$ cat src/rtl/acs_pkg.sv
package acs_pkg;

    localparam int TABLE_DEPTH_DEF = 256;
    localparam int STEP_BITS_DEF   = 24;

    localparam int FUNC_W       = 2;
    localparam int IDX_W        = 8;
    localparam int ATT_W        = 16;
    localparam int ENTRY_STEP_W = 24;
    localparam int STATUS_W     = 2;
    localparam int MOVE_W       = 25;
    localparam int SPEED_W      = 9;
    localparam int POS_W        = 24;
    localparam int LEN_W        = 9;
    localparam int CFG_IDX_W    = 2;
    localparam int CFG_DATA_W   = 16;

    // Width of twice the widest segment span, which is the divisor of the interpolation.
    localparam int DEN_W = ATT_W + 1;

    localparam logic [LEN_W-1:0] LEN_RESET = 9'd2;
    localparam logic [LEN_W-1:0] LEN_MIN   = 9'd2;
    localparam logic [ATT_W-1:0] MIN_RESET = 16'd0;
    localparam logic [ATT_W-1:0] MAX_RESET = 16'hFFFF;

    localparam int RANGE_DEN = 1000;
    localparam int RANGE_HI  = 1001;
    localparam int RANGE_LO  = 999;

    localparam int OVERSHOOT = 50;
    localparam logic [SPEED_W-1:0] FAST_SPEED = 9'd300;
    localparam logic [SPEED_W-1:0] SLOW_SPEED = 9'd100;
    localparam logic [SPEED_W-1:0] NO_SPEED   = 9'd0;

    localparam logic [CFG_IDX_W-1:0] CFG_TABLE_LENGTH = 2'd0;
    localparam logic [CFG_IDX_W-1:0] CFG_MIN_ATT      = 2'd1;
    localparam logic [CFG_IDX_W-1:0] CFG_MAX_ATT      = 2'd2;

    typedef enum logic [FUNC_W-1:0] {
        FUNC_LOAD = 2'd0,
        FUNC_INIT = 2'd1,
        FUNC_MOVE = 2'd2
    } func_t;

    typedef enum logic [STATUS_W-1:0] {
        ST_OK        = 2'd0,
        ST_TOO_LARGE = 2'd1,
        ST_TOO_SMALL = 2'd2,
        ST_NO_INIT   = 2'd3
    } status_t;

    typedef enum logic [3:0] {
        S_IDLE,
        S_CHECK,
        S_SRCH,
        S_SRCH_CMP,
        S_RD_HI,
        S_CAP_HI,
        S_MUL_A,
        S_MUL_B,
        S_DIV_START,
        S_DIV_WAIT,
        S_END_CAP,
        S_FINISH,
        S_OUT1,
        S_OUT2,
        S_OUT3
    } state_t;

    typedef struct packed {
        logic done;
        logic ovf;
    } acs_div_stat_t;

endpackage

$ cat src/rtl/acs_div.sv
module acs_div #(
    parameter int STEP_BITS = acs_pkg::STEP_BITS_DEF
) (
    input  logic                        clk,
    input  logic                        rst_n,
    input  logic                        start,
    input  logic [STEP_BITS+20:0]       num,
    input  logic [acs_pkg::DEN_W-1:0]   den,
    output logic [STEP_BITS-1:0]        quo,
    output acs_pkg::acs_div_stat_t      stat
);
    import acs_pkg::*;

    localparam int QW    = STEP_BITS;
    localparam int NUM_W = QW + 21;
    localparam int CW    = $clog2(QW);

    logic              busy_reg;
    logic              done_reg;
    logic              ovf_reg;
    logic [CW-1:0]     cnt_reg;
    logic [DEN_W-1:0]  rem_reg;
    logic [DEN_W-1:0]  den_reg;
    logic [QW-1:0]     sh_reg;
    logic [DEN_W:0]    rem_try;
    logic [DEN_W:0]    rem_sub;
    logic              fits;
    logic              ovf_now;

    // Restoring division, one quotient bit per cycle. The quotient shifts
    // into the register that held the low numerator bits.
    assign rem_try = {rem_reg, sh_reg[QW-1]};
    assign fits    = rem_try >= {1'b0, den_reg};
    assign rem_sub = rem_try - {1'b0, den_reg};
    assign ovf_now = num >= NUM_W'({den, {QW{1'b0}}});

    always_ff @(posedge clk or negedge rst_n)
    begin
        if (!rst_n)
        begin
            busy_reg <= 1'b0;
            done_reg <= 1'b0;
            cnt_reg  <= '0;
        end
        else
        begin
            done_reg <= 1'b0;
            if (start)
            begin
                busy_reg <= 1'b1;
                cnt_reg  <= '0;
            end
            else if (busy_reg)
            begin
                if (cnt_reg == CW'(QW - 1))
                begin
                    busy_reg <= 1'b0;
                    done_reg <= 1'b1;
                end
                else
                begin
                    cnt_reg <= cnt_reg + CW'(1);
                end
            end
        end
    end

    always_ff @(posedge clk)
    begin
        if (start)
        begin
            rem_reg <= num[QW +: DEN_W];
            sh_reg  <= num[QW-1:0];
            den_reg <= den;
            ovf_reg <= ovf_now;
        end
        else if (busy_reg)
        begin
            rem_reg <= fits ? rem_sub[DEN_W-1:0] : rem_try[DEN_W-1:0];
            sh_reg  <= {sh_reg[QW-2:0], fits};
        end
    end

    assign quo       = sh_reg;
    assign stat.done = done_reg;
    assign stat.ovf  = ovf_reg;

endmodule

$ cat config.mk
export PLATFORM = sky130hd
export DESIGN_NAME = acs_div
export DESIGN_NICKNAME = d
export VERILOG_FILES = /design/src/rtl/acs_pkg.sv /design/src/rtl/acs_div.sv
export SDC_FILE = /design/constraint.sdc
export NUM_CORES = 1
export LEC_CHECK = 0
export ABC_AREA = 1
export BUFFER_PORTS_ARGS = -buffer_cell sky130_fd_sc_hd__buf_2
export CAP_MARGIN = 20
export CORE_ASPECT_RATIO = 0.9
export CORE_UTILIZATION = 50
export DETAILED_ROUTE_END_ITERATION = 8
export PLACE_DENSITY = 0.69
export SKIP_LAST_GASP = 1
export SYNTH_ARGS = -nofsm -noshare
export SYNTH_HDL_FRONTEND = slang
export SYNTH_SLANG_ARGS = --single-unit
$ cat constraint.sdc
create_clock -name clk -period 2.95 [get_ports clk]
set_input_delay 0 -clock clk [delete_from_list [all_inputs] [get_ports clk]]
set_output_delay 0 -clock clk [all_outputs]
set_load 0.05 [all_outputs]
=== Yosys cells after proc, flatten, opt, wreduce, memory -nomap -nowiden ===
Index checks and enable logic that the tools add are counted.

* Bits in registers: 66
* Bits of input ports: 65
* Output and inout bits: 26
* Word-level logic and storage cells: 29

* Add/sub/neg operators: 2
* Magnitude comparators: 2
* Equal/unequal tests: 2
* Muxes and demuxes: 14
* Reduce and logical (&&, ||, !) cells: 2

{| class="wikitable"
|+ Operators with widths
! operator !! count
|-
| $mux 17 || 3
|-
| $mux 24 || 2
|-
| $ge 45x41->1 || 1
|-
| $ge 18x17->1 || 1
|-
| $sub 17x17->17 || 1
|-
| $mux 5 || 3
|-
| $mux 1 || 6
|-
| $add 5x1->5 const B || 1
|-
| $eq 5x5->1 const B || 1
|-
| $ne 2x2->1 const B || 1
|-
| $reduce_and 2->1 || 1
|-
| $reduce_bool 2->1 || 1
|}

=== Depth between registers and ports, before layout ===
Gate-level depths: netlist of the first run.

* Depth in word-level cells: 4
* Gate-level depth with buffers: 14

=== Least setup slack after synthesis of the first run ===
OpenSTA, ideal clock, no wires.

* Path kind: reg-to-reg
* Start: reg sh_reg[23] (netlist: quo[23])
* End: reg rem_reg[3], data pin
* Library setup time: 253 ps
* Arrival time: 2058 ps
* Data required time: 2697 ps
* Slack: 639 ps
* Stages on the path, launching flop included: 12
* Buffers on the path: 1
* Period minus slack after synthesis: 2311 ps
* Cell sequence: edfxtp_1 > inv_1 > ha_1 > inv_1 > fa_1 > nand4_1 > nand3b_1 > nand2_4 > buf_6 > nand3b_1 > nand3_2 > nand2_1

* Word-level cells in the longest chain between the ends: 4
* Elaborated cells on any way between the ends: 5

{| class="wikitable"
|+ RTL lines
! element !! line !! RTL
|-
| from (decl) || acs_div.sv:24 || <nowiki>logic [QW-1:0] sh_reg;</nowiki>
|-
| from (signal assigned) || acs_div.sv:73 || <nowiki>sh_reg <= num[QW-1:0];</nowiki>
|-
| from (signal assigned) || acs_div.sv:80 || <nowiki>sh_reg <= {sh_reg[QW-2:0], fits};</nowiki>
|-
| $sub 17x17->17 or $ge 18x17->1 (tied branches) || acs_div.sv:34, acs_div.sv:33 ||
|-
| $mux 17 (*) || acs_div.sv:79 || <nowiki>rem_reg <= fits ? rem_sub[DEN_W-1:0] : rem_try[DEN_W-1:0];</nowiki>
|-
| $mux 17 (*) || acs_div.sv:77 || <nowiki>else if (busy_reg)</nowiki>
|-
| $mux 17 (*) || acs_div.sv:70 || <nowiki>if (start)</nowiki>
|-
| to (signal assigned) || acs_div.sv:72 || <nowiki>rem_reg <= num[QW +: DEN_W];</nowiki>
|-
| to (signal assigned) || acs_div.sv:79 ||
|-
| to (decl) || acs_div.sv:22 || <nowiki>logic [DEN_W-1:0] rem_reg;</nowiki>
|}

Mark *: on every way between the ends. The rest lies on a longest branch, timed or not. The select of a mux whose other input is x is not followed.
A chain may end at the register's enable or synchronous reset.

=== Worst setup path in the final report of the first run ===
* Start: reg rem_reg[14]
* End: reg rem_reg[16], data pin

* Word-level cells in the longest chain between the ends: 4
* Elaborated cells on any way between the ends: 5

{| class="wikitable"
|+ RTL lines
! element !! line
|-
| $sub 17x17->17 or $ge 18x17->1 (tied branches) || acs_div.sv:34, acs_div.sv:33
|-
| $mux 17 (*) || acs_div.sv:79
|-
| $mux 17 (*) || acs_div.sv:77
|-
| $mux 17 (*) || acs_div.sv:70
|}

Marked as above.

==> results of run 1 <==
[critical path, cell delays in order, from the launching register on]
cell and delay [ns]:
edfxtp_1 0.41, ha_1 0.39, a21oi_1 0.23, nor2_1 0.06
nor2_1 0.09, nand2_1 0.09, nor2_4 0.39, nand2_8 0.18
nand2_1 0.18, nand2_1 0.08, nand2_1 0.07, nand2_1 0.05
[worst max path at each step]
stage / from / to / slack [ns]
floorplan: quo[23] / rem_reg[3] / 0.64
global placement: quo[23] / rem_reg[14] / 0.66
detailed placement: rem_reg[14] / rem_reg[15] / 0.52
CTS: rem_reg[14] / rem_reg[15] / 0.51
global route: rem_reg[11] / rem_reg[16] / 0.30
finish: rem_reg[14] / rem_reg[16] / 0.48
[through the flow]
step                cells  instance area (um^2)
CTS                   872                  6000
detailed placement    802                  5254
global route          872                  6000
floorplan             601                  4718
finish                872                  6000
global placement      802                  5254
[cells in the final DEF (no fill, tap or decap), drive strengths merged, types with 2 or more instances in the layout]
| cell type | synthesis | final |
|---|---|---|
| or2 | 2 | 2 |
| edfxtp | 59 | 59 |
| buf | 7 | 93 |
| nand3 | 40 | 40 |
| nand2 | 236 | 236 |
| clkbuf | 7 | 12 |
| xnor2 | 7 | 7 |
| a21oi | 15 | 15 |
| inv | 104 | 104 |
| dfrtp | 7 | 7 |
| nor3 | 8 | 8 |
| o21ai | 13 | 13 |
| dlygate4sd3 | 0 | 54 |
| nor2 | 20 | 20 |
| nand3b | 16 | 16 |
| ha | 35 | 35 |
| nand4 | 14 | 14 |
| clkinvlp | 0 | 2 |
| nor4 | 7 | 7 |
[cell families (layout without fill, tap and decap cells)]
family          after synthesis  after routing
simple gates                344            344
buf+inv                     118            267
flops                        66             66
fa+ha+maj                    36             36
compound gates               30             30
xor+xnor                      7              7
[power by group through the flow]
stage	clock network, W	registers, W	logic (W)
finish	0.000774	0.00135	0.00226
global route	0.000831	0.00137	0.00255
CTS	0.000790	0.00135	0.00224
detailed placement	0	0.00136	0.00217
global placement	0	0.00136	0.00214
floorplan	0	0.00145	0.00162
[repair_timing]
item | 4_1_cts | 5_1_grt
setup endpoints to repair | 0 | 0
hold buffers | 54 | 0
endpoints found under the hold margin | 60 | 0
[metal layers]
metal	vias to the layer above	global-route usage (%)	share of wire (%)
met5	-	0	0
met4	0	8.810	1.7
met3	21	4.785	5.4
met2	138	44.43	47
met1	2018	35.03	46
li1	2225	-	-
[cell type report]
type                            instances  area, um^2  share of cell area [%]
Clock buffer                           12       155.1                   2.586
Clock inverter                          4       50.05                  0.8342
Inverter                              104       390.4                   6.507
Multi-Input combinational cell        417        2291                   38.19
Sequential cell                        66        1947                   32.45
Tap cell                              122       152.6                   2.544
Timing Repair Buffer                  147        1013                   16.89
==> metrics.yaml, run 1 <==
timing:
  slew_violations: 0
  min_period_over_period_pct: 83.72
  min_period_ns: 2.470
  hold_viol_final: 0
  skew_ns: 0.01014
  worst_pin_slew_ns: 0.5863
  grt_setup_unrepaired: "false"
  maxSlewHeadroom_pct: 60.91
  fin_tns_setup_ns: 0
  setup_viol: 0
  fin_ws_ns: 0.4804
  fin_hold_ws_ns: 0.02100
  fmax_mhz: 404.9
power:
  p_sw_w: 0.001890
  p_clk_share_pct: 17.7
  cellPowerDensity_nw_per_um2: 729.7
  finalPower_w: 0.004378
  comb_power_share_pct: 51.6
  switching_share_pct: 43.17
  ir_drop_uv: 324.6
  p_seq_share_pct: 30.7
  intPower_w: 0.002488
  power_leakage_nw: 3.133
setup_path:
  r2r_setup_slack_ns: 0.48
  crit_type: "reg2reg"
  reg2reg_to: "rem_reg[16]"
  cp-end-kind: "flip-flop"
  crit_arrival_ns: 2.56
  r2r_start: "rem_reg[14]"
  required_ns: 3.04
  ff2ff_path_depth: 11
  critPathMaxFanout: 18
  startpoint_type: "flip-flop"
routing:
  viasPerCell: 5.048
  drc: 0
  antenna_left: 0
  first_iter_violations: 256
  avgRoutedWirePerCell_um: 13.98
  wl_um: 12190
  dr.pass1.iters: 5
  vias: 4402
synth:
  synth-seq-cells: 66
  synthDistinctLibCells: 35
  synthAdderAreaFrac_pct: 9.706
  yosys_most_used_dff: "edfxtp_1"
  yosysMostFrequentCell: "nand2_1"
  syn_inst: 601
  synthTopCellsByArea: "edfxtp_1, nand2_1, ha_1, inv_1, dfrtp_1"
  synth.yosys.seq_area_share_pct: 41.26
  synth_top_cell_by_area: "edfxtp_1"
  synth_simple_gate_area_share_pct: 34.18
  syn_nets: 702
  synth-compound-area-share_pct: 3.315
  synth_top_family_by_area: "simple AND/OR/NAND/NOR gates"
  synth_top_area_share_pct: 37.55
  yosysWarnings: 0
  synth_edf_count: 59
  avgSynthCellArea_um2: 7.851
  muxShareOfSynthArea_pct: 0
  synth_xor_area_share_pct: 1.299
  syn_area_um2: 4718
  async_reset_ff_share_pct: 10.61
  synth_common_cells: "nand2_1, inv_1, edfxtp_1, ha_1, nand3_1"
cells_and_area:
  final_core_util_pct: 65.75
  final_nets: 846
  diodes: 0
  largest_register_ffs: 24
  areaGrowthSynthToFinish_pct: 27.15
  fill_cells: 752
  drive_above_1_share_pct: 19.33
floorplan:
  core_um2: 9125
  row_count: 33
  ios: 91
  die_y_um: 94.16
  die_w_um: 104.4
  start_util_pct: 51.71
  dieArea_um2: 9829
job:
  drv_cap: 0
cts:
  cts_tree: "yes"
  insertion_delay_ns: 0.33
  cts-root-buf: "clkbuf_8"
  clock_path_buffers: 2
  post_cts_resized: 0
  h-tree-depth: 3
  cts.clk_slew.worst_paths_ns: 0.08
  cts_setup_buffers: 0
  cts_sinks: 66
  cts_inserted_buffers: 9
place:
  dpl_worst_slack_ns: 0.5152
  io_buffers: 90
  routabilityCongestion: 0.8861
  hpwl_um: 8774
global_routing:
  grt_pass1_wl_um: 20530
  gr-total-overflow: 0
  antenna_found_initial: 0
  grt_start_max_net_pins: 54
  grt_pass1_vias: 4388
  track_usage_pct: 26.62
status:
  status: "finished clean"
hold_path:
  min_path_type: "in2async"
Power figures use the tool's default switching activity.
==> run 2, diff against run 1 <==
clock period = 2.3 ns   (was 2.95 ns; I/O delays follow)
==> run 2 against run 1 <==
Critical path depth shrank 1. Clock power grew 28%. Cell count grew 0.69%. Hold slack lost 0.013 ns. Critical path type unchanged.
==> metrics.yaml, run 2 (synthesized netlist as in run 1, its figures left out) <==
status:
  status: "finished clean"  # unchanged
routing:
  vias: 4400  # was 4,402
  drc: 0  # unchanged
  avgRoutedWirePerCell_um: 13.79  # was 13.98 um
  first_iter_violations: 197  # was 256
  antenna_left: 0  # unchanged
  wl_um: 12110  # was 12,190 um
  dr.pass1.iters: 5  # unchanged
  viasPerCell: 5.011  # was 5.048
cts:
  cts_tree: "yes"  # unchanged
  clock_path_buffers: 2  # unchanged
  insertion_delay_ns: 0.34  # was 0.33 ns
  cts_sinks: 66  # unchanged
  h-tree-depth: 3  # unchanged
  cts-root-buf: "clkbuf_8"  # unchanged
  cts.clk_slew.worst_paths_ns: 0.07  # was 0.08 ns
  cts_inserted_buffers: 9  # unchanged
cells_and_area:
  fill_cells: 753  # was 752
  diodes: 0  # unchanged
  final_nets: 852  # was 846
  areaGrowthSynthToFinish_pct: 28.32  # was 27.15%
  drive_above_1_share_pct: 20.50  # was 19.33%
  final_cell_mix: "nand2_1, inv_1, buf_2"  # unchanged
  multiInputGateArea_um2: 2301  # was 2291 um^2
  largest_register_ffs: 24  # unchanged
  mostFrequentLayoutCell: "nand2_1"  # unchanged
  postLayoutCellArea_um2: 6055  # was 6000 um^2
  ff_latch_area_um2: 1947  # unchanged
timing:
  min_period_over_period_pct: 96.29  # was 83.72%
  slew_violations: 0  # unchanged
  min_period_ns: 2.215  # was 2.470 ns
  setup_viol: 0  # unchanged
  fin_hold_ws_ns: 0.007645  # was 0.02100 ns
  fmax_mhz: 451.5  # was 404.9 MHz
  fin_tns_setup_ns: 0  # unchanged
  fin_ws_ns: 0.08523  # was 0.4804 ns
  skew_ns: 0.008965  # was 0.01014 ns
  grt_setup_unrepaired: "true"  # was false
  worst_pin_slew_ns: 0.5758  # was 0.5863 ns
  maxSlewHeadroom_pct: 61.62  # was 60.91%
  hold_viol_final: 0  # unchanged
job:
  drv_cap: 0  # unchanged
power:
  power_leakage_nw: 3.167  # was 3.133 nW
  p_clk_share_pct: 17.4  # was 17.7%
  switching_share_pct: 42.88  # was 43.17%
  p_sw_w: 0.002449  # was 0.001890 W
  intPower_w: 0.003261  # was 0.002488 W
  cellPowerDensity_nw_per_um2: 943.1  # was 729.7 nW/um^2
  comb_power_share_pct: 52.5  # was 51.6%
  ir_drop_uv: 402.1  # was 324.6 uV
  p_seq_share_pct: 30.1  # was 30.7%
setup_path:
  reg2reg_to: "rem_reg[5]"  # was rem_reg[16]
  cp-end-kind: "flip-flop"  # unchanged
  crit_type: "reg2reg"  # unchanged
  critPathCapture: "rem_reg[5]"  # was rem_reg[16]
  r2r_setup_slack_ns: 0.09  # was 0.48 ns
  ff2ff_path_depth: 10  # was 11
  r2r_start: "rem_reg[14]"  # unchanged
  critPathMaxFanout: 7  # was 18
  required_ns: 2.40  # was 3.04 ns
  crit_arrival_ns: 2.31  # was 2.56 ns
  critPathLaunch: "rem_reg[14]"  # unchanged
  startpoint_type: "flip-flop"  # unchanged
hold_path:
  min_from: "num[16]"
  min_path_type: "in2reg"  # was in2async
global_routing:
  antenna_found_initial: 0  # unchanged
  grt_start_max_net_pins: 54  # unchanged
  use_met1_pct: 33.22  # was 35.03%
  grt_pass1_wl_um: 20210  # was 20,530 um
  gr-total-overflow: 0  # unchanged
  grt_pass1_vias: 4391  # was 4,388
  use_met3_pct: 3.537  # was 4.785%
  grt_busiest_layer: "met2"  # unchanged
  track_usage_pct: 26.35  # was 26.62%
  grt_use_met2_pct: 45.36  # was 44.43%
floorplan:
  start_util_pct: 51.71  # unchanged
  ios: 91  # unchanged
  core_um2: 9125  # unchanged
  dieArea_um2: 9829  # unchanged
  die_y_um: 94.16  # unchanged
  row_count: 33  # unchanged
  die_w_um: 104.4  # unchanged
place:
  dpl_worst_slack_ns: 0.03881  # was 0.5152 ns
  routabilityCongestion: 0.9527  # was 0.8861
  io_buffers: 90  # unchanged
  placed_area_um2: 5306  # was 5254 um^2
  hpwl_um: 8770  # was 8774 um
run 2: cell types whose count changed in the layout (fill, tap and decap cells not counted), sizes merged:
cell | previous run | this run
clkinvlp | 2 | 0
dlygate4sd3 | 54 | 52
clkbuf | 12 | 14
buf | 93 | 101
run 2: repair_timing:
item | in CTS | in global routing
buffers inserted | 0 | 3
setup endpoints to repair | 0 | 18
gates resized for setup | 0 | 3
hold endpoints to repair | 58 | 0
hold buffers | 52 | 0
run 2: power groups by stage:
stage / clock, W / sequential (W) / combinational [W]
2_1_floorplan: 0 / 0.00186 / 0.00208
3_3_place_gp: 0 / 0.00173 / 0.00283
3_5_place_dp: 0 / 0.00174 / 0.00285
4_1_cts: 0.00100 / 0.00171 / 0.00294
5_1_grt: 0.00105 / 0.00174 / 0.00335
6_report: 0.000991 / 0.00172 / 0.00300
run 2: layout make-up:
class                      count  area share, %
sequential                    66          32.16
multi-input combinational    417          38.00
inverter                     104          6.448
tap                          122          2.521
clock buffer                  14          2.687
timing repair buffer         153          17.61
clock inverter                 2         0.5786
run 2: worst max-delay path, cell delays in order, from the launching register on:
cell and delay [ns]:
edfxtp_1 0.43, ha_1 0.39, a21oi_1 0.23, nor2_1 0.06, nor2_1 0.09, nand2_1 0.11
nor2_4 0.19, buf_4 0.19, nand3b_1 0.12, nand3_2 0.11, nand2_1 0.05
run 2: worst min-delay path by stage:
stage | endpoint | slack [ns] | cells after the start
finish | quo[16] | 0.008 | 3
global route | quo[17] | 0.01 | 3
CTS | quo[0] | 0.0007 | 3
detailed placement | cnt_reg[2] | -0.16 | 1
global placement | cnt_reg[4] | -0.16 | 1
floorplan | busy_reg | -0.30 | 0
run 2: metrics by stage:
| step | cells | power, W | util [%] |
|---|---|---|---|
| 2_1_floorplan | 601 | 0.003941 | - |
| 3_3_place_gp | 807 | 0.004558 | 58.15 |
| 3_5_place_dp | 807 | 0.004585 | 58.15 |
| 4_1_cts | 875 | 0.005654 | 66.02 |
| 5_1_grt | 878 | 0.006147 | 66.35 |
| 6_report | 878 | 0.005710 | 66.35 |
run 2: metal layers:
metal	vias up	wire length (um)
met5	-	0
met2	157	5629
li1	2235	-
met1	1981	5475
met3	27	716
met4	0	290
==> run 3, diff against run 2 <==
ABC_AREA = 0   (was 1)
PLACE_DENSITY = 0.7   (was 0.69)
==> run 3 against run 2 <==
The run now ends with setup timing left. Critical path depth increased by 1. Synthesized cell count decreased by 35%. Utilization increased by 8.0 points. Combinational power increased by 19%. Sequential share of layout area decreased by 0.30 points. Critical path type unchanged.
==> metrics.yaml, run 3 <==
cts:
  insertion_delay_ns: 0.36  # was 0.34 ns
  cts_sinks: 66  # unchanged
  cts-root-buf: "clkbuf_8"  # unchanged
  clock_path_buffers: 2  # unchanged
  cts_inserted_buffers: 9  # unchanged
  cts_tree: "yes"  # unchanged
  h-tree-depth: 3  # unchanged
  cts.clk_slew.worst_paths_ns: 0.08  # was 0.07 ns
synth:
  syn_inst: 388  # was 601
  synthTopCellsByArea: "edfxtp_1, ha_1, mux2_2, dfrtp_1, inv_1"  # was edfxtp_1, nand2_1, ha_1, inv_1, dfrtp_1
  synth_top_cell_by_area: "edfxtp_1"  # unchanged
  syn_area_um2: 4323  # was 4718 um^2
  synth_edf_count: 59  # unchanged
  async_reset_ff_share_pct: 10.61  # unchanged
  synth.yosys.seq_area_share_pct: 45.04  # was 41.26%
  synth-seq-cells: 66  # unchanged
  avgSynthCellArea_um2: 11.14  # was 7.851 um^2
  syn_nets: 489  # was 702
  synthDistinctLibCells: 63  # was 35
  yosysMostFrequentCell: "edfxtp_1"  # was nand2_1
  synth_common_cells: "edfxtp_1, inv_1, ha_1, mux2_2, nor2_1"  # was nand2_1, inv_1, edfxtp_1, ha_1, nand3_1
  synth_top_area_share_pct: 40.98  # was 37.55%
  yosys_most_used_dff: "edfxtp_1"  # unchanged
  yosysWarnings: 0  # unchanged
setup_path:
  required_ns: 2.49  # was 2.40 ns
  cp_cell_sequence: "inv_1, ha_2, inv_2, fa_2, a21oi_2, o211a_1, o31ai_4, o31a_1, buf_6, o211a_1, a221oi_2"  # was ha_1, a21oi_1, nor2_1, nor2_1, nand2_1, nor2_4, buf_4, nand3b_1, nand3_2, nand2_1
  crit_arrival_ns: 2.69  # was 2.31 ns
  critPathMaxFanout: 6  # was 7
  crit_slowest_cell: "edfxtp_1"  # unchanged
  critPathMaxStageDelay_ns: 0.39  # was 0.43 ns
  crit_top_cell: "o211a_1"
  crit_type: "reg2reg"  # unchanged
  cp-end-kind: "flip-flop"  # unchanged
  startpoint_type: "flip-flop"  # unchanged
floorplan:
  core_um2: 8223  # was 9125 um^2
  die_w_um: 100.0  # was 104.4 um
  start_util_pct: 52.57  # was 51.71%
  ios: 91  # unchanged
  dieArea_um2: 9022  # was 9829 um^2
  die_y_um: 90.21  # was 94.16 um
  row_count: 31  # was 33
routing:
  drc: 0  # unchanged
  antenna_left: 0  # unchanged
  wl_um: 12810  # was 12,110 um
  dr.pass1.iters: 5  # unchanged
  vias: 3944  # was 4,400
  viasPerCell: 5.659  # was 5.011
  first_iter_violations: 314  # was 197
  avgRoutedWirePerCell_um: 18.38  # was 13.79 um
cells_and_area:
  final_nets: 678  # was 852
  largest_register_ffs: 24  # unchanged
  drive_above_1_share_pct: 39.86  # was 20.50%
  final_core_util_pct: 74.32  # was 66.35%
  postLayoutCellArea_um2: 6111  # was 6055 um^2
  fill_cells: 549  # was 753
  mostFrequentLayoutCell: "buf_2"  # was nand2_1
  diodes: 0  # unchanged
  areaGrowthSynthToFinish_pct: 41.36  # was 28.32%
  final_cell_mix: "buf_2, edfxtp_1, buf_4"  # was nand2_1, inv_1, buf_2
timing:
  slew_violations: 0  # unchanged
  fin_hold_ws_ns: 0.01738  # was 0.007645 ns
  hold_viol_final: 0  # unchanged
  skew_ns: 0.01103  # was 0.008965 ns
  fmax_mhz: 400.5  # was 451.5 MHz
  setup_viol: 18  # was 0
  grt_setup_unrepaired: "true"  # unchanged
  worst_pin_slew_ns: 0.5798  # was 0.5758 ns
  fin_ws_ns: -0.1968  # was 0.08523 ns
  fin_tns_setup_ns: -2.805  # was 0 ns
  min_period_over_period_pct: 108.6  # was 96.29%
  min_period_ns: 2.497  # was 2.215 ns
  maxSlewHeadroom_pct: 61.30  # was 61.62%
global_routing:
  antenna_found_initial: 0  # unchanged
  grt_pass1_wl_um: 20530  # was 20,210 um
  gr-total-overflow: 0  # unchanged
  grt_pass1_vias: 4067  # was 4,391
  track_usage_pct: 29.74  # was 26.35%
  grt_start_max_net_pins: 43  # was 54
status:
  violations: "setup timing"
  status: "finished with violations"  # was finished clean
place:
  routabilityCongestion: 0.8709  # was 0.9527
  placed_area_um2: 5228  # was 5306 um^2
  hpwl_um: 8525  # was 8770 um
  io_buffers: 90  # unchanged
power:
  finalPower_w: 0.006452  # was 0.005710 W
  power_leakage_nw: 2.689  # was 3.167 nW
  cellPowerDensity_nw_per_um2: 1056  # was 943.1 nW/um^2
  ir_drop_uv: 501.2  # was 402.1 uV
hold_path:
  min_path_type: "in2async"  # was in2reg
job:
  drv_cap: 0  # unchanged
==> run 3: worst paths after layout <==
path / startpoint / endpoint / slack, ns / depth (start not counted)
worst min-delay path: rst_n / cnt_reg[0] / 0.02 / 2
worst max register to register: quo[23] / rem_reg[0] / -0.20 / 11
worst max-delay path: quo[23] / rem_reg[0] / -0.20 / 11
worst min register to register: cnt_reg[3] / done_reg / 0.50 / 1
max in group asynchronous: rst_n / cnt_reg[3] / 2.12 / 2
min in group clk: num[28] / rem_reg[4] / 0.02 / 3
==> run 3: cell type report <==
| class | count | area (um^2) | area share (%) |
|---|---|---|---|
| Clock inverter | 7 | 93.84 | 1.536 |
| Sequential cell | 66 | 1947 | 31.86 |
| Timing Repair Buffer | 194 | 1374 | 22.48 |
| Tap cell | 115 | 143.9 | 2.355 |
| Multi-Input combinational cell | 268 | 2286 | 37.41 |
| Inverter | 38 | 142.6 | 2.334 |
| Clock buffer | 9 | 123.9 | 2.027 |
==> run 3: layer usage <==
metal	global-route usage [%]	up-vias	share of wire, %
li1	-	1856	-
met1	39.26	1904	43
met2	47.59	158	48
met3	6.687	26	6.7
met4	11.35	0	2.2
met5	0	-	0
==> run 3: cells by family after synthesis <==
group | share of synthesized area (%)
AOI/OAI and AO/OA | 16.44
xor gates and xnor gates | 3.242
adders and majority gates | 10.59
buffers and inverters | 5.644
DFF | 45.04
muxes | 6.252
and+or+nand+nor | 12.79
==> run 3: critical path, delay by kind of cell (launching register included) <==
family / cells / cell delay, ns
flops: 1 / 0.39
fa+ha+maj: 2 / 0.55
buf+inv: 3 / 0.27
compound gates: 6 / 1.13
==> run 3: power breakdown <==
group / leakage [nW] / switching (W) / total, W / internal (W)
logic: 1.88 / 0.00190 / 0.00356 / 0.00166
registers: 0.700 / 0.000178 / 0.00179 / 0.00161
clock network: 0.107 / 0.000500 / 0.00111 / 0.000608
total: 2.69 / 0.00257 / 0.00645 / 0.00388
==> run 3: timing repair <==
action                                  in CTS  in global routing
resized for setup                           17                 21
endpoints found under the setup margin      18                 19
pin swaps                                    7                 10
endpoints found under the hold margin       52                  0
hold buffers                                46                  0
setup buffers                                3                  3
==> run 3: metrics by stage <==
step	worst slack (ns)	instances
2_1_floorplan	-0.3953	388
4_1_cts	-0.1977	694
6_report	-0.1968	697
5_1_grt	-0.2918	697
3_5_place_dp	-0.2246	629
3_3_place_gp	-0.1819	629
